`config.mk`:
```
export PLATFORM = sky130hd
export DESIGN_NAME = epoch_to_calendar_date_core
export DESIGN_NICKNAME = d
export VERILOG_FILES = /design/src/e2cd_pkg.sv /design/src/e2cd_div.sv /design/src/e2cd_dp.sv /design/src/e2cd_ctrl.sv /design/src/epoch_to_calendar_date_core.sv
export SDC_FILE = /design/constraint.sdc
export NUM_CORES = 1
export LEC_CHECK = 0
export CORE_ASPECT_RATIO = 2
export CORE_MARGIN = 2
export CORE_UTILIZATION = 55
export CTS_BUF_LIST = sky130_fd_sc_hd__clkbuf_16
export DETAILED_ROUTE_END_ITERATION = 10
export DONT_BUFFER_PORTS = 1
export PLACE_DENSITY = 0.68
export RECOVER_POWER = 25
export SLEW_MARGIN = 0
export SYNTH_ARGS = -nofsm -noshare
export SYNTH_HDL_FRONTEND = slang
export SYNTH_SLANG_ARGS = --single-unit
```
`constraint.sdc`:
```
create_clock -name clk -period 43.2 [get_ports clk]
set_clock_uncertainty 0.1 [all_clocks]
set_input_delay 8.64 -clock clk [delete_from_list [all_inputs] [get_ports clk]]
set_output_delay 8.64 -clock clk [all_outputs]
set_load 0.02 [all_outputs]
```
`src/e2cd_pkg.sv`:
```
// e2cd_pkg: shared types, codes, constant tables and divider settings for the
// epoch to calendar date converter. No dependencies.
`default_nettype none

package e2cd_pkg;

  // shared divider, radix 2^6 long division
  localparam int STEP_BITS = 6;
  localparam int ACC_W     = 42;
  localparam int DIVISOR_W = 17;
  localparam int REM_W     = 17;

  // years 1970 .. 2106 are reachable from a 32-bit seconds count
  localparam int YEAR_SPAN = 137;
  localparam int BASE_YEAR = 1970;

  typedef enum logic [2:0] {
    OP_MS,
    OP_DAY,
    OP_HR,
    OP_MIN,
    OP_WK,
    OP_YR
  } div_op_t;

  typedef enum logic [3:0] {
    ST_IDLE,
    ST_MS,
    ST_DAY,
    ST_HR,
    ST_MIN,
    ST_WK,
    ST_YR,
    ST_YLOAD,
    ST_YFIX,
    ST_YDAY,
    ST_MONTH,
    ST_DONE
  } state_t;

  typedef struct packed {
    logic    in_load;
    logic    div_en;
    logic    div_load;
    div_op_t div_op;
    logic    yoff_load;
    logic    yoff_dec;
    logic    yday_load;
    logic    month_load;
    logic    out_load;
  } e2cd_cmd_t;

  typedef struct packed {
    logic ys_gt;
  } e2cd_status_t;

  typedef logic [8:0]  cum_tab_t [0:12];
  typedef logic [15:0] ys_tab_t  [0:YEAR_SPAN-1];
  typedef logic [YEAR_SPAN-1:0] leap_tab_t;

  localparam cum_tab_t CUM_NORMAL = '{
    9'd0, 9'd31, 9'd59, 9'd90, 9'd120, 9'd151, 9'd181,
    9'd212, 9'd243, 9'd273, 9'd304, 9'd334, 9'd365
  };
  localparam cum_tab_t CUM_LEAP = '{
    9'd0, 9'd31, 9'd60, 9'd91, 9'd121, 9'd152, 9'd182,
    9'd213, 9'd244, 9'd274, 9'd305, 9'd335, 9'd366
  };

  // day index of 1 january for each year offset
  function automatic ys_tab_t build_year_start();
    ys_tab_t t;
    int      y;
    for (int k = 0; k < YEAR_SPAN; k++) begin
      y    = BASE_YEAR + k;
      t[k] = 16'((y - BASE_YEAR) * 365 + (y - 1) / 4 - (y - 1) / 100 + (y - 1) / 400
                 - ((BASE_YEAR - 1) / 4 - (BASE_YEAR - 1) / 100 + (BASE_YEAR - 1) / 400));
    end
    return t;
  endfunction

  function automatic leap_tab_t build_leap();
    leap_tab_t t;
    int        y;
    for (int k = 0; k < YEAR_SPAN; k++) begin
      y    = BASE_YEAR + k;
      t[k] = ((y % 400) == 0) || (((y % 4) == 0) && ((y % 100) != 0));
    end
    return t;
  endfunction

  localparam ys_tab_t   YS_TAB   = build_year_start();
  localparam leap_tab_t LEAP_TAB = build_leap();

  function automatic logic [DIVISOR_W-1:0] div_divisor(input div_op_t op);
    logic [DIVISOR_W-1:0] d;
    case (op)
      OP_MS:   d = 17'd1000;
      OP_DAY:  d = 17'd86400;
      OP_HR:   d = 17'd3600;
      OP_MIN:  d = 17'd60;
      OP_WK:   d = 17'd7;
      OP_YR:   d = 17'd365;
      default: d = 17'd1;
    endcase
    return d;
  endfunction

  // number of radix steps covering each dividend
  function automatic logic [2:0] div_steps(input div_op_t op);
    logic [2:0] s;
    case (op)
      OP_MS:   s = 3'd7;
      OP_DAY:  s = 3'd6;
      OP_HR:   s = 3'd3;
      OP_MIN:  s = 3'd2;
      OP_WK:   s = 3'd3;
      OP_YR:   s = 3'd3;
      default: s = 3'd2;
    endcase
    return s;
  endfunction

endpackage

`default_nettype wire

```
`src/e2cd_div.sv`:
```
// e2cd_div: shared constant-divisor long division unit, six quotient bits a cycle.
// Advances only while en is high. Depends on e2cd_pkg.
`default_nettype none

module e2cd_div import e2cd_pkg::*; (
  input  wire logic             clk,
  input  wire logic             en,
  input  wire logic             load,
  input  wire div_op_t          op,
  input  wire logic [ACC_W-1:0] dividend,
  output logic      [ACC_W-1:0] quot,
  output logic      [REM_W-1:0] rem
);

  logic [ACC_W-1:0]     acc_r, acc_nxt;
  logic [REM_W-1:0]     rem_r, rem_nxt;
  logic [REM_W:0]       part;
  logic [ACC_W-1:0]     shf;
  logic [DIVISOR_W-1:0] dvs;

  always_comb begin
    dvs  = div_divisor(op);
    shf  = load ? dividend : acc_r;
    part = load ? '0 : {1'b0, rem_r};
    for (int i = 0; i < STEP_BITS; i++) begin
      part = {part[REM_W-1:0], shf[ACC_W-1]};
      shf  = {shf[ACC_W-2:0], 1'b0};
      if (part >= {1'b0, dvs}) begin
        part   = part - {1'b0, dvs};
        shf[0] = 1'b1;
      end
    end
    acc_nxt = shf;
    rem_nxt = part[REM_W-1:0];
  end

  always_ff @(posedge clk) begin
    if (en) begin
      acc_r <= acc_nxt;
      rem_r <= rem_nxt;
    end
  end

  assign quot = acc_r;
  assign rem  = rem_r;

endmodule

`default_nettype wire

```
`src/e2cd_dp.sv`:
```
// e2cd_dp: datapath of the converter: input and zone registers, divider, year and
// month lookup, result register. Depends on e2cd_pkg and e2cd_div.
`default_nettype none

module e2cd_dp import e2cd_pkg::*; (
  input  wire logic                clk,
  input  wire logic                rst_n,
  input  wire e2cd_cmd_t           cmd,
  output e2cd_status_t             status,
  input  wire logic [41:0]         in_epoch_ms,
  input  wire logic                cfg_wr_en,
  input  wire logic signed [16:0]  cfg_wr_data,
  output logic                     out_valid_res,
  output logic [11:0]              out_year,
  output logic [3:0]               out_month,
  output logic [4:0]               out_day_of_month,
  output logic [8:0]               out_day_of_year,
  output logic [2:0]               out_weekday,
  output logic [4:0]               out_hour,
  output logic [5:0]               out_minute,
  output logic [5:0]               out_second,
  output logic [9:0]               out_millisecond
);

  logic signed [16:0] zone_r;
  logic [41:0]        epoch_r;
  logic               zero_r;
  logic [9:0]         ms_r;
  logic [15:0]        nday_r;
  logic [4:0]         hour_r;
  logic [5:0]         minute_r;
  logic [5:0]         second_r;
  logic [2:0]         weekday_r;
  logic [7:0]         yoff_r;
  logic [8:0]         yday_r;
  logic               leap_r;
  logic [3:0]         month_r;

  logic [ACC_W-1:0]   div_quot;
  logic [REM_W-1:0]   div_rem;
  logic [ACC_W-1:0]   dividend;
  logic [31:0]        secs_loc;
  logic [15:0]        nday_p3;
  logic [15:0]        ys_val;
  logic [15:0]        yday_diff;
  logic [8:0]         yday_calc;
  logic [3:0]         month_calc;
  logic [3:0]         month_idx;
  logic [8:0]         cum_prev;
  logic [4:0]         dom_calc;

  always_ff @(posedge clk) begin
    if (!rst_n) begin
      zone_r <= '0;
    end else if (cfg_wr_en) begin
      zone_r <= cfg_wr_data;
    end
  end

  // local seconds, 32-bit wrap
  assign secs_loc = div_quot[31:0] + {{15{zone_r[16]}}, zone_r};
  assign nday_p3  = nday_r + 16'd3;

  // dividend aligned to the top of the step window of each division
  always_comb begin
    case (cmd.div_op)
      OP_MS:   dividend = epoch_r;
      OP_DAY:  dividend = {4'b0, secs_loc, 6'b0};
      OP_HR:   dividend = {1'b0, div_rem, 24'b0};
      OP_MIN:  dividend = {div_rem[11:0], 30'b0};
      OP_WK:   dividend = {2'b0, nday_p3, 24'b0};
      OP_YR:   dividend = {2'b0, nday_r, 24'b0};
      default: dividend = epoch_r;
    endcase
  end

  e2cd_div u_div (
    .clk      (clk),
    .en       (cmd.div_en),
    .load     (cmd.div_load),
    .op       (cmd.div_op),
    .dividend (dividend),
    .quot     (div_quot),
    .rem      (div_rem)
  );

  assign ys_val       = YS_TAB[yoff_r];
  assign status.ys_gt = (yoff_r != 8'd0) && (ys_val > nday_r);

  assign yday_diff = nday_r - ys_val;
  assign yday_calc = yday_diff[8:0] + 9'd1;

  always_comb begin
    month_calc = 4'd1;
    for (int m = 1; m < 12; m++) begin
      if ((leap_r ? CUM_LEAP[m] : CUM_NORMAL[m]) < yday_r) begin
        month_calc = month_calc + 4'd1;
      end
    end
  end

  assign month_idx = month_r - 4'd1;
  assign cum_prev  = leap_r ? CUM_LEAP[month_idx] : CUM_NORMAL[month_idx];
  assign dom_calc  = 5'(yday_r - cum_prev);

  always_ff @(posedge clk) begin
    if (cmd.in_load) begin
      epoch_r <= in_epoch_ms;
      zero_r  <= (in_epoch_ms == 42'd0);
    end
    // each division launch picks up the result of the one before
    if (cmd.div_load) begin
      case (cmd.div_op)
        OP_DAY: ms_r   <= div_rem[9:0];
        OP_HR:  nday_r <= div_quot[15:0];
        OP_MIN: hour_r <= div_quot[4:0];
        OP_WK: begin
          minute_r <= div_quot[5:0];
          second_r <= div_rem[5:0];
        end
        OP_YR:  weekday_r <= div_rem[2:0] + 3'd1;
        default: ;
      endcase
    end
    if (cmd.yoff_load) begin
      yoff_r <= div_quot[7:0];
    end else if (cmd.yoff_dec) begin
      yoff_r <= yoff_r - 8'd1;
    end
    if (cmd.yday_load) begin
      yday_r <= yday_calc;
      leap_r <= LEAP_TAB[yoff_r];
    end
    if (cmd.month_load) begin
      month_r <= month_calc;
    end
    if (cmd.out_load) begin
      out_valid_res    <= !zero_r;
      out_year         <= zero_r ? 12'd0 : 12'(BASE_YEAR) + {4'b0, yoff_r};
      out_month        <= zero_r ? 4'd0 : month_r;
      out_day_of_month <= zero_r ? 5'd0 : dom_calc;
      out_day_of_year  <= zero_r ? 9'd0 : yday_r;
      out_weekday      <= zero_r ? 3'd0 : weekday_r;
      out_hour         <= zero_r ? 5'd0 : hour_r;
      out_minute       <= zero_r ? 6'd0 : minute_r;
      out_second       <= zero_r ? 6'd0 : second_r;
      out_millisecond  <= zero_r ? 10'd0 : ms_r;
    end
  end

endmodule

`default_nettype wire

```
`src/e2cd_ctrl.sv`:
```
// e2cd_ctrl: sequencing state machine of the converter, drives datapath commands
// and both handshakes. Depends on e2cd_pkg.
`default_nettype none

module e2cd_ctrl import e2cd_pkg::*; (
  input  wire logic         clk,
  input  wire logic         rst_n,
  input  wire logic         in_valid,
  output logic              in_ready,
  output logic              out_valid,
  input  wire logic         out_ready,
  input  wire e2cd_status_t status,
  output e2cd_cmd_t         cmd
);

  state_t     state_r, state_nxt;
  logic [2:0] cnt_r, cnt_nxt;
  logic       out_valid_r, out_valid_nxt;
  logic       is_div;
  logic       div_last;
  logic       out_free;
  div_op_t    op;

  always_comb begin
    case (state_r)
      ST_MS:   op = OP_MS;
      ST_DAY:  op = OP_DAY;
      ST_HR:   op = OP_HR;
      ST_MIN:  op = OP_MIN;
      ST_WK:   op = OP_WK;
      ST_YR:   op = OP_YR;
      default: op = OP_MS;
    endcase
  end

  assign is_div   = state_r inside {ST_MS, ST_DAY, ST_HR, ST_MIN, ST_WK, ST_YR};
  assign div_last = is_div && (cnt_r == 3'd1);
  assign out_free = !out_valid_r || out_ready;

  // zero on entry to a division state means launch
  always_comb begin
    if (!is_div) begin
      cnt_nxt = 3'd0;
    end else if (cnt_r == 3'd0) begin
      cnt_nxt = div_steps(op) - 3'd1;
    end else begin
      cnt_nxt = cnt_r - 3'd1;
    end
  end

  always_comb begin
    state_nxt = state_r;
    case (state_r)
      ST_IDLE:  if (in_valid) state_nxt = ST_MS;
      ST_MS:    if (div_last) state_nxt = ST_DAY;
      ST_DAY:   if (div_last) state_nxt = ST_HR;
      ST_HR:    if (div_last) state_nxt = ST_MIN;
      ST_MIN:   if (div_last) state_nxt = ST_WK;
      ST_WK:    if (div_last) state_nxt = ST_YR;
      ST_YR:    if (div_last) state_nxt = ST_YLOAD;
      ST_YLOAD: state_nxt = ST_YFIX;
      ST_YFIX:  if (!status.ys_gt) state_nxt = ST_YDAY;
      ST_YDAY:  state_nxt = ST_MONTH;
      ST_MONTH: state_nxt = ST_DONE;
      ST_DONE:  if (out_free) state_nxt = ST_IDLE;
      default:  state_nxt = ST_IDLE;
    endcase
  end

  always_comb begin
    cmd          = '0;
    cmd.div_op   = op;
    cmd.div_en   = is_div;
    cmd.div_load = is_div && (cnt_r == 3'd0);
    in_ready     = 1'b0;
    case (state_r)
      ST_IDLE: begin
        in_ready    = 1'b1;
        cmd.in_load = in_valid;
      end
      ST_YLOAD: cmd.yoff_load  = 1'b1;
      ST_YFIX:  cmd.yoff_dec   = status.ys_gt;
      ST_YDAY:  cmd.yday_load  = 1'b1;
      ST_MONTH: cmd.month_load = 1'b1;
      ST_DONE:  cmd.out_load   = out_free;
      default: ;
    endcase
  end

  always_comb begin
    if (cmd.out_load) begin
      out_valid_nxt = 1'b1;
    end else if (out_ready) begin
      out_valid_nxt = 1'b0;
    end else begin
      out_valid_nxt = out_valid_r;
    end
  end

  always_ff @(posedge clk) begin
    if (!rst_n) begin
      state_r     <= ST_IDLE;
      cnt_r       <= 3'd0;
      out_valid_r <= 1'b0;
    end else begin
      state_r     <= state_nxt;
      cnt_r       <= cnt_nxt;
      out_valid_r <= out_valid_nxt;
    end
  end

  assign out_valid = out_valid_r;

endmodule

`default_nettype wire

```
`src/epoch_to_calendar_date_core.sv`:
```
// epoch_to_calendar_date_core: top level of the millisecond timestamp to calendar
// date converter. Depends on e2cd_pkg, e2cd_ctrl, e2cd_dp (and e2cd_div below it).
//
// usage
// - input channel in_valid / in_ready carries one 42-bit millisecond count per beat
// - result channel out_valid / out_ready carries one date beat per input beat;
//   a zero timestamp gives out_valid_res low and all other fields zero
// - cfg_wr_en with cfg_wr_data writes the signed zone offset in seconds; write it
//   only while no conversion is in flight
// - one item at a time: the shared six-bit-per-cycle divider runs six divisions
//   (ms, day, hour, minute, weekday, year), then year correction, day of year,
//   month search and result load follow
// - in_ready returns in the cycle after the result register is loaded
// - the result register holds a finished beat while the receiver stalls, and the
//   next input beat is taken meanwhile; only the final load waits for it
// - synchronous reset clears the controller, the result valid and the offset (0)
`default_nettype none

module epoch_to_calendar_date_core import e2cd_pkg::*; (
  input  wire logic               clk,
  input  wire logic               rst_n,
  // input channel
  input  wire logic               in_valid,
  output logic                    in_ready,
  input  wire logic [41:0]        in_epoch_ms,
  // result channel
  output logic                    out_valid,
  input  wire logic               out_ready,
  output logic                    out_valid_res,
  output logic [11:0]             out_year,
  output logic [3:0]              out_month,
  output logic [4:0]              out_day_of_month,
  output logic [8:0]              out_day_of_year,
  output logic [2:0]              out_weekday,
  output logic [4:0]              out_hour,
  output logic [5:0]              out_minute,
  output logic [5:0]              out_second,
  output logic [9:0]              out_millisecond,
  // zone offset register
  input  wire logic               cfg_wr_en,
  input  wire logic signed [16:0] cfg_wr_data
);

  e2cd_cmd_t    cmd;
  e2cd_status_t status;

  // controller: sequencing, step counting, handshakes
  e2cd_ctrl u_ctrl (
    .clk       (clk),
    .rst_n     (rst_n),
    .in_valid  (in_valid),
    .in_ready  (in_ready),
    .out_valid (out_valid),
    .out_ready (out_ready),
    .status    (status),
    .cmd       (cmd)
  );

  // datapath: divider, calendar tables, result register
  e2cd_dp u_dp (
    .clk              (clk),
    .rst_n            (rst_n),
    .cmd              (cmd),
    .status           (status),
    .in_epoch_ms      (in_epoch_ms),
    .cfg_wr_en        (cfg_wr_en),
    .cfg_wr_data      (cfg_wr_data),
    .out_valid_res    (out_valid_res),
    .out_year         (out_year),
    .out_month        (out_month),
    .out_day_of_month (out_day_of_month),
    .out_day_of_year  (out_day_of_year),
    .out_weekday      (out_weekday),
    .out_hour         (out_hour),
    .out_minute       (out_minute),
    .out_second       (out_second),
    .out_millisecond  (out_millisecond)
  );

`ifndef ASSERT_OFF
  // once a beat is taken the block is busy for the whole conversion
  a_busy_after_accept: assert property (@(posedge clk) disable iff (!rst_n)
    in_valid && in_ready |=> !in_ready)
    else $error("input ready straight after an accepted beat");

  // datapath commands of different phases never overlap
  a_cmd_exclusive: assert property (@(posedge clk) disable iff (!rst_n)
    $onehot0({cmd.in_load, cmd.div_en, cmd.yoff_load, cmd.yoff_dec,
              cmd.yday_load, cmd.month_load, cmd.out_load}))
    else $error("overlapping datapath commands");

  // a result load always shows as a pending beat
  a_load_shows: assert property (@(posedge clk) disable iff (!rst_n)
    cmd.out_load |=> out_valid)
    else $error("result loaded but not offered");

  // a zero timestamp yields zero year, month, day of year and weekday
  a_zero_fields: assert property (@(posedge clk) disable iff (!rst_n)
    out_valid && !out_valid_res |-> out_year == 12'd0 && out_month == 4'd0 &&
      out_day_of_year == 9'd0 && out_weekday == 3'd0)
    else $error("invalid result with non-zero fields");
`endif

endmodule

`default_nettype wire
```
==> run metrics, run 1 <==
status finished with violations; failing checks max-capacitance violations, max-slew violations; flops & latches, synth between 200 and 300; number of global-route vias before repair 18600; die footprint a little over 40000 sq um; largest net degree at the start of global routing between 70 and 80; pins over their slew limit 123; top cells by count, synth 258 x nor2_1, 231 x edfxtp_1, 222 x a21oi_1; Synth Instances roughly 2500; Row Count slightly above 100; Num CTS Buffers 24; detailed-route via count 19000; YS warnings 0; Post-synth EDFFs approximately 230; H-tree depth 1; sequential share of the synthesized area 0.339; initial core utilization 0.556; final setup vio count 0; Clock Root Buffer clkbuf_16; reg2reg start u_ctrl.state_r[2]; Synth Area in Simple Gates 0.194; Syn Nets 2778; area share of the largest cell type after synthesis 0.316; critical path data required time about 43 ns; Post-Synth XOR/XNOR Area 0.0563; Slowest-stage cell, CP ha_1; worst r2r dst u_dp.u_div.rem[4]; HP Start u_dp.u_div.quot[32]; drt total wl 66.6 mm; Overflow after GRT 0; Hold Vio Cnt, Final 0; critical path endpoint category flop; Async SR Flop Fraction 0; period utilization 0.512; Worst-Margin Slew about 3.7 ns; most common cell in the synthesized netlist nor2_1; Placer Congestion 0.984; post-synthesis instance area around 22000 sq um; Synth area leader edfxtp_1; Worst Path Max Fanout 25; # port buffers 0; Area growth syn-to-layout 5.43%; reg2reg setup slack about 21 ns; critical path class flop to flop; overall global routing resource usage 0.312; Die Ht 286 um; Max Cap Viol 2; Max Buffers Root-to-Sink 3; arrival time at the worst endpoint roughly 22 ns; largest family of logic cells by synthesized area compound AO/OA/AOI/OAI gates; CTS tree built; post-synth cell types 95; class of the worst hold path flop to flop; DRC violation total after the first TritonRoute iteration roughly 1100; Post-Synth Adder-Cell Area 0.121; Startpoint Class flop; Rel. slew slack -1.46; most frequent CP cell a21oi_1; post-CTS setup buffers 0; initial antenna violation count 1; average size of a mapped cell roughly 9 sq um; core area between 30000 and 40000 sq um; Fin Setup TNS 0 ns; Synth area leaders edfxtp_1 32%, ha_1 11%, a21oi_1 5.1%; Hold EP u_dp.u_div.quot[38]; DPL Wire Length approximately 50 mm; fmax about 0.045 GHz; critical path's largest stage delay between 0.8 and 0.9 ns; Ant. Diodes 0; Hold-fix buffers, CTS 0; Antenna Nets Post-Route 0; Compound-Gate Fraction of Synth Area 0.212; mux cell area share after synthesis 0.0346; share of cells above drive strength 1 0.0589; main flop type after synthesis edfxtp_1; Hold Crit Depth 2; nets ~2700; clock-pin slew on the worst setup and hold paths about 0.060 ns; FF-to-FF path depth 97; first-pass GRT wire length about 100 mm; Clock Sinks ~260; die extent in x about 150 um; min Tclk post-route ~22 ns; Via density around 6.4; Ports approximately 130; Post-route DRC 0; unrepaired setup endpoints after global routing false; DR pass1 iterations 6; post_cts resized 0; CP startpoint u_ctrl.state_r[2]; routed len/inst ~22 um; Clock Latency Late Sink 0.54 ns
[cells in the final DEF, fill, tap and decap left out, drive strengths merged, types with 39 or more instances in the layout]
| cell type | synthesis | final |
|---|---|---|
| nor2b | 93 | 93 |
| xnor2 | 97 | 97 |
| a21oi | 222 | 222 |
| a31oi | 39 | 39 |
| inv | 127 | 135 |
| nand2 | 206 | 206 |
| nand3 | 66 | 66 |
| edfxtp | 231 | 231 |
| o21ai | 159 | 159 |
| xor2 | 44 | 44 |
| nor3 | 65 | 65 |
| nor2 | 260 | 260 |
| ha | 195 | 195 |
[state kept, by name (all words and copies together), names as in the netlist, 5 cells and up]
| register | count |
|---|---|
| u_dp.second_r | 6 |
| u_dp.ms_r | 10 |
| u_dp.epoch_r | 42 |
| u_dp.out_minute | 6 |
| u_dp.out_year | 12 |
| u_dp.u_div.rem | 17 |
| u_dp.yday_r | 9 |
| u_dp.out_day_of_month | 5 |
| u_dp.u_div.quot | 42 |
| u_dp.out_hour | 5 |
| u_dp.yoff_r | 8 |
| u_dp.out_second | 6 |
| u_dp.nday_r | 16 |
| u_dp.hour_r | 5 |
| u_dp.out_millisecond | 10 |
| u_dp.zone_r | 17 |
| u_dp.out_day_of_year | 9 |
| u_dp.minute_r | 6 |
[per-layer routing]
| metal | routed length (um) | track usage |
|---|---|---|
| met3 | 3190 | 0.0283 |
| met4 | 5670 | 0.219 |
| met2 | 34600 | 0.588 |
| met5 | 13 | 0 |
| met1 | 23100 | 0.323 |
[cell type report]
| cell class | instances | area (sq um) |
|---|---|---|
| Clock buffer | 24 | 601 |
| Inverter | 130 | 488 |
| Sequential cell | 256 | 7440 |
| Timing Repair Buffer | 27 | 193 |
| Fill cell | 3643 | 16300 |
| Multi-Input combinational cell | 2005 | 13600 |
| Tap cell | 525 | 657 |
| Clock inverter | 20 | 174 |
[metrics by stage]
stage / hold slack [ns] / worst slack (ns) / utilization / std cells / area [sq um]
floorplan: 0.357 / 22.97 / - / 2508 / 21900
global placement: 0.410 / 21.69 / 0.567 / 2942 / 22400
detailed placement: 0.416 / 21.26 / 0.567 / 2942 / 22400
CTS: 0.413 / 21.11 / 0.586 / 2986 / 23100
global route: 0.452 / 19.26 / 0.586 / 2987 / 23100
finish: 0.421 / 21.08 / 0.586 / 2987 / 23100
[critical path: cells and delay by family (launching register included)]
kind	cells	cell delay, ns
buf+inv	7	1.41
flops	1	0.51
compound gates	46	9.16
fa+ha+maj	8	3.33
simple gates	33	6.28
mux	3	1.06
[kinds of logic (layout without fill, tap and decap cells)]
| family | Yosys count | after routing |
|---|---|---|
| XOR/XNOR | 141 | 141 |
| flip-flops | 256 | 256 |
| multiplexers | 66 | 66 |
| buffers and inverters | 247 | 201 |
| AND/OR/NAND/NOR | 877 | 877 |
| AO/OA/AOI/OAI | 715 | 715 |
| adder cells (fa/ha/maj) | 206 | 206 |
[worst max-delay path by stage]
| stage | endpoint | slack [ns] | cells past startpoint |
|---|---|---|---|
| after detailed placement | u_dp.u_div.rem[4] | 21.26 | 96 |
| after CTS | u_dp.u_div.rem[4] | 21.11 | 96 |
| after floorplan | u_dp.u_div.rem[10] | 22.97 | 105 |
| after global routing | u_dp.u_div.rem[4] | 19.26 | 97 |
| after global placement | u_dp.u_div.rem[4] | 21.69 | 96 |
| final | u_dp.u_div.rem[4] | 21.08 | 97 |
Power of run 1 is not shown: default switching activity piles up to over one toggle a cycle in this logic, so the estimate is an artifact.
==> run 2: changes to the inputs <==
--- a/config.mk
+++ b/config.mk
@@ -5,6 +5,7 @@
 export SDC_FILE = /design/constraint.sdc
 export NUM_CORES = 1
 export LEC_CHECK = 0
+export ABC_AREA = 1
 export CORE_ASPECT_RATIO = 2
 export CORE_MARGIN = 2
 export CORE_UTILIZATION = 55
==> constraint.sdc (replaced) <==
create_clock -name clk -period 21.5 [get_ports clk]
set_clock_uncertainty 0.1 [all_clocks]
set_input_delay 4.3 -clock clk [delete_from_list [all_inputs] [get_ports clk]]
set_output_delay 4.3 -clock clk [all_outputs]
set_load 0.02 [all_outputs]
==> run 2 against run 1 <==
Compared with the run above:
- register-to-register slack lost 19 ns
- setup slack lost 19 ns
- worst hold slack lost 0.057 ns
- sequential share of layout area increased by 1.7 points
- critical path depth rose by 16
- area after synthesis down 5.1%
- sequential cell count is the same
- via count fell by 1.7%
- synthesized cell count grew 7.0%
- routed wire length shrank 5.1%
- the flow still finishes with violations (max-capacitance violations, max-slew violations)
- die area decreased by 5.0%
- non-clock buffer count decreased by 5
==> run metrics, run 2 <==
Filler cells 3493; Row Count 100; Max Buffers Root-to-Sink 3; share of cells above drive strength 1 0.0429; Synth Instances 2684; die extent in x roughly 140 um; Post-Place Worst Slack 2.60 ns; YS warnings 0; class of the worst hold path flop to flop; Slowest-stage cell, CP inv_2; Fin Setup TNS 0 ns; Via density a little under 6; nets 2930; top cells by count, synth 492 x nand2_1, 347 x inv_1, 323 x nor2_1; Clock Latency Late Sink roughly 0.56 ns; Placer Congestion between 1 and 1.5; DPL Wire Length around 50 mm; first-pass GRT wire length ~98 mm; critical path data required time 21.70 ns; Layout Cells excl Fill approximately 3100; mux cell area share after synthesis 0.000541; detailed-route via count about 19000; area of the multi-input gates around 12000 sq um; largest family of logic cells by synthesized area simple AND/OR/NAND/NOR gates; post-CTS setup buffers 0; placed insts 3093; failing checks max-capacitance violations, max-slew violations; Clock Root Buffer clkbuf_16; Ant. Diodes 0; Antenna Nets Post-Route 0; average size of a mapped cell 7.75 sq um; post-synth cell types 67; post-synthesis instance area 20800 sq um; routed len/inst 20.1 um; Hold Vio Cnt, Final 0; Syn Nets between 2000 and 3000; most frequent CP cell nand2_1; period utilization 0.892; critical path's largest stage delay between 0.7 and 0.8 ns; Post-synth EDFFs 231; FF/Latch Area 7440 sq um; critical path class flop to flop; H-tree depth 1; critical path endpoint category flop; Rel. slew slack -1.51; largest net degree at the start of global routing 62; Synth Area in Simple Gates 0.217; sequential share of the synthesized area 0.357; number of global-route vias before repair roughly 18000; Hold-fix buffers, CTS 0; Worst-Margin Slew about 3.8 ns; drt total wl between 60 and 70 mm; initial antenna violation count 0; Post-Synth XOR/XNOR Area 0.0455; most frequent cells in the layout 492 x nand2_1, 354 x inv_1, 322 x nor2_1; main flop type after synthesis edfxtp_1; fmax roughly 0.052 GHz; # port buffers 0; Post-Synth Adder-Cell Area 0.128; DRC violation total after the first TritonRoute iteration between 1000 and 1500; Area growth syn-to-layout 5.67%; final setup margin around 2.3 ns; most common cell after layout, fill and taps aside nand2_1; Compound-Gate Fraction of Synth Area 0.170; post_cts resized 0; initial core utilization 0.558; die footprint 39500 sq um; clock-pin slew on the worst setup and hold paths 0.08 ns; flops & latches, synth 256; CTS tree built; unrepaired setup endpoints after global routing false; Startpoint Class flop; Max Cap Viol 2; Num CTS Buffers 24; min Tclk post-route around 19 ns; Clock Sinks approximately 260; status finished with violations; final setup vio count 0; pins over their slew limit between 100 and 150; Overflow after GRT 0; core area about 37000 sq um; overall global routing resource usage 0.319; Worst Path Max Fanout 46; Synth area leaders edfxtp_1 33%, ha_1 12%, nand2_1 8.9%; Post-route DRC 0; most common cell in the synthesized netlist nand2_1; DR pass1 iterations 5; Die Ht 279 um; arrival time at the worst endpoint around 19 ns; area share of the largest cell type after synthesis 0.333; Async SR Flop Fraction 0; Synth area leader edfxtp_1; Ports 127
## run 2: worst max-delay path: cells and delay by family (launching register included)
kind                     cells  cell delay, ns
flip-flops                   1            0.38
AND/OR/NAND/NOR             62            6.85
adder cells (fa/ha/maj)      7            2.81
AO/OA/AOI/OAI               27            5.68
buffers and inverters       17            3.06
## run 2: kinds of logic (layout without fill, tap and decap cells)
group	after synthesis	after routing
DFF	256	256
xor gates and xnor gates	108	108
muxes	1	1
and+or+nand+nor	1062	1062
buffers and inverters	435	429
AOI/OAI and AO/OA	616	616
adders and majority gates	206	206
## run 2: final timing paths
kind,start,end,slack (ns),cells past startpoint
min reg2reg,u_dp.u_div.rem[9],u_dp.ms_r[9],0.36,0
max,u_ctrl.state_r[2],u_dp.u_div.rem[15],2.33,113
max reg2reg,u_ctrl.state_r[2],u_dp.u_div.rem[15],2.33,113
min,u_dp.u_div.rem[9],u_dp.ms_r[9],0.36,0
## run 2: per-layer routing
layer | wire [um] | GRT usage | vias to the layer above
met5 | 0 | 0 | -
met4 | 5280 | 0.229 | 0
met3 | 3090 | 0.0346 | 226
met2 | 32100 | 0.583 | 715
met1 | 22700 | 0.334 | 8601
li1 | - | - | 9108
## run 2: layout make-up
class	instances	area share
repair buffers	22	0.00649
clock buffers	25	0.0285
inverters	363	0.0623
well taps	459	0.0261
multi-input cells	1993	0.532
flip-flops and latches	256	0.338
clock inverters	19	0.00649
## run 2: per-stage QoR
step	utilization	instance area, sq um	hold WS (ns)
after floorplan	-	20800	0.326
after global placement	0.570	21200	0.339
after detailed placement	0.570	21200	0.344
after CTS	0.590	22000	0.363
after global routing	0.590	22000	0.372
final	0.590	22000	0.365
Power of run 2 is left out for the same reason.
==> run 3: changes to the inputs <==
--- a/config.mk
+++ b/config.mk
@@ -6,13 +6,13 @@
 export NUM_CORES = 1
 export LEC_CHECK = 0
 export ABC_AREA = 1
+export BUFFER_PORTS_ARGS = -buffer_cell sky130_fd_sc_hd__buf_2
 export CORE_ASPECT_RATIO = 2
 export CORE_MARGIN = 2
 export CORE_UTILIZATION = 55
 export CTS_BUF_LIST = sky130_fd_sc_hd__clkbuf_16
 export DETAILED_ROUTE_END_ITERATION = 10
-export DONT_BUFFER_PORTS = 1
-export PLACE_DENSITY = 0.68
+export PLACE_DENSITY = 0.74
 export RECOVER_POWER = 25
 export SLEW_MARGIN = 0
 export SYNTH_ARGS = -nofsm -noshare
==> constraint.sdc (replaced) <==
create_clock -name clk -period 15.7 [get_ports clk]
set_clock_uncertainty 0.1 [all_clocks]
set_input_delay 3.14 -clock clk [delete_from_list [all_inputs] [get_ports clk]]
set_output_delay 3.14 -clock clk [all_outputs]
set_load 0.02 [all_outputs]
==> run 3 against run 2 <==
Compared with the run above:
- the flow still finishes with violations (max-capacitance violations, max-slew violations)
- utilization grew 4.4 points
- routed wire length grew 11%
- via count grew 7.7%
- global-route usage grew 2.8 points
- sequential cell count is the same
- sequential share of layout area shrank 2.3 points
- final area grew 7.4%
- die area is the same
- first-iteration DRC count grew 16%
- largest cell class unchanged
- final cell count grew 6.6%
==> run metrics, run 3 (synthesis results as in run 2) <==
arrival time at the worst endpoint approximately 15 ns; # port buffers approximately 130; status finished with violations; CP startpoint u_ctrl.state_r[3]; Rel. slew slack -1.45; Antenna Nets Post-Route 0; Row Count 100; first-pass GRT wire length roughly 110 mm; worst r2r dst u_dp.u_div.rem[8]; FF-to-FF path depth 105; share of cells above drive strength 1 0.135; final setup vio count 0; most frequent cells in the layout 485 x nand2_1, 350 x inv_1, 310 x nor2_1; largest net degree at the start of global routing 62; CTS tree built; Ant. Diodes 0; Worst Path Max Fanout 21; Area after DPL 22300 sq um; initial antenna violation count 0; Max Buffers Root-to-Sink 3; overall global routing resource usage 0.347; number of global-route vias before repair approximately 20000; failing checks max-capacitance violations, max-slew violations; critical path's largest stage delay a little over 0.4 ns; Die Ht between 200 and 300 um; pins over their slew limit roughly 120; Num CTS Buffers 24; period utilization 0.943; critical path data required time around 16 ns; Slowest-stage cell, CP ha_1; die footprint approximately 39000 sq um; H-tree depth 1; end point of the critical path u_dp.u_div.rem[8]; initial core utilization 0.558; Overflow after GRT 0; critical path class flop to flop; fmax 0.0675 GHz; reg2reg start u_ctrl.state_r[3]; Hold Vio Cnt, Final 0; nets approximately 3100; most common cell after layout, fill and taps aside nand2_1; critical path endpoint category flop; Placer Congestion between 1 and 1.5; Max Cap Viol 2; Fin Setup TNS 0 ns; core area between 30000 and 40000 sq um; Clock Sinks 256; Post-route DRC 0; die extent in x between 100 and 150 um; Via density ~6; Clock Latency Late Sink 0.56 ns; most frequent CP cell nand2_1; Final Instance Area around 24000 sq um; class of the worst hold path flop to flop; Startpoint Class flop; WP buf/inv 13; Crit. path cell count 105; Worst-Margin Slew 3.68 ns; DRC violation total after the first TritonRoute iteration 1292; Ports between 100 and 150; CP delay by family, top simple AND/OR/NAND/NOR gates; routed len/inst between 20 and 25 um; clock-pin slew on the worst setup and hold paths around 0.07 ns; reg2reg setup slack just under 0.9 ns; DPL Wire Length ~54 mm; Clock Root Buffer clkbuf_16; detailed-route via count approximately 20000; min Tclk post-route approximately 15 ns; DR pass1 iterations 7; drt total wl around 70 mm; Area growth syn-to-layout 13.5%
-- run 3: cell count changes in the layout (fill, tap and decap cells not counted), moves of 8 or more --
| cell | delta |
|---|---|
| a21oi_2 | +10 |
| ha_1 | -8 |
| nor2_2 | +8 |
| o21ai_1 | +10 |
| buf_4 | +75 |
| nor2_1 | -12 |
| o21ai_0 | -26 |
| o21ai_2 | +16 |
| a21oi_1 | -10 |
| buf_2 | +126 |
-- run 3: worst min-delay path, stage by stage (launching register included) --
cell	delay (ns)
dfxtp_1	0.33
o21ai_0	0.08
nor2_1	0.07
-- run 3: stage by stage --
step	setup WS, ns	hold WS, ns	instances	util
floorplan	0.00812	0.326	2684	-
global placement	0.135	0.376	3278	0.599
detailed placement	-0.216	0.381	3278	0.599
CTS	0.0167	0.392	3323	0.622
global route	-0.114	0.442	3343	0.633
finish	0.895	0.417	3343	0.633
-- run 3: timing repair --
item	4_1_cts	5_1_grt
pin swaps	1	24
hold buffers	0	0
setup buffers	1	20
cloned	0	0
endpoints found under the setup margin	18	18
resized for setup	5	93
-- run 3: layer usage --
metal	up-vias	track usage	share of wire
met5	-	0	0
met4	0	0.266	0.095
met3	312	0.0417	0.051
met2	799	0.653	0.52
met1	9433	0.337	0.33
li1	9535	-	-
-- run 3: how the worst min path moves through the flow --
stage	from	to	slack, ns	depth (start not counted)
5_1_grt	u_ctrl.state_r[2]	u_ctrl.state_r[2]	0.44	2
2_1_floorplan	u_dp.u_div.rem[9]	u_dp.ms_r[9]	0.33	0
4_1_cts	u_ctrl.state_r[2]	u_ctrl.state_r[2]	0.39	2
6_report	u_dp.zone_r[13]	u_dp.zone_r[13]	0.42	2
3_5_place_dp	u_ctrl.state_r[2]	u_ctrl.state_r[2]	0.38	2
3_3_place_gp	u_ctrl.state_r[2]	u_ctrl.state_r[2]	0.38	2
-- run 3: area by class of cell --
cell class / count / area [sq um]
multi-input combinational: 1993 / 12000
clock buffer: 25 / 626
sequential: 256 / 7440
clock inverter: 19 / 210
inverter: 363 / 1370
tap: 459 / 574
timing repair buffer: 228 / 1410
fill: 3347 / 13700
Power of run 3 is left out for the same reason.
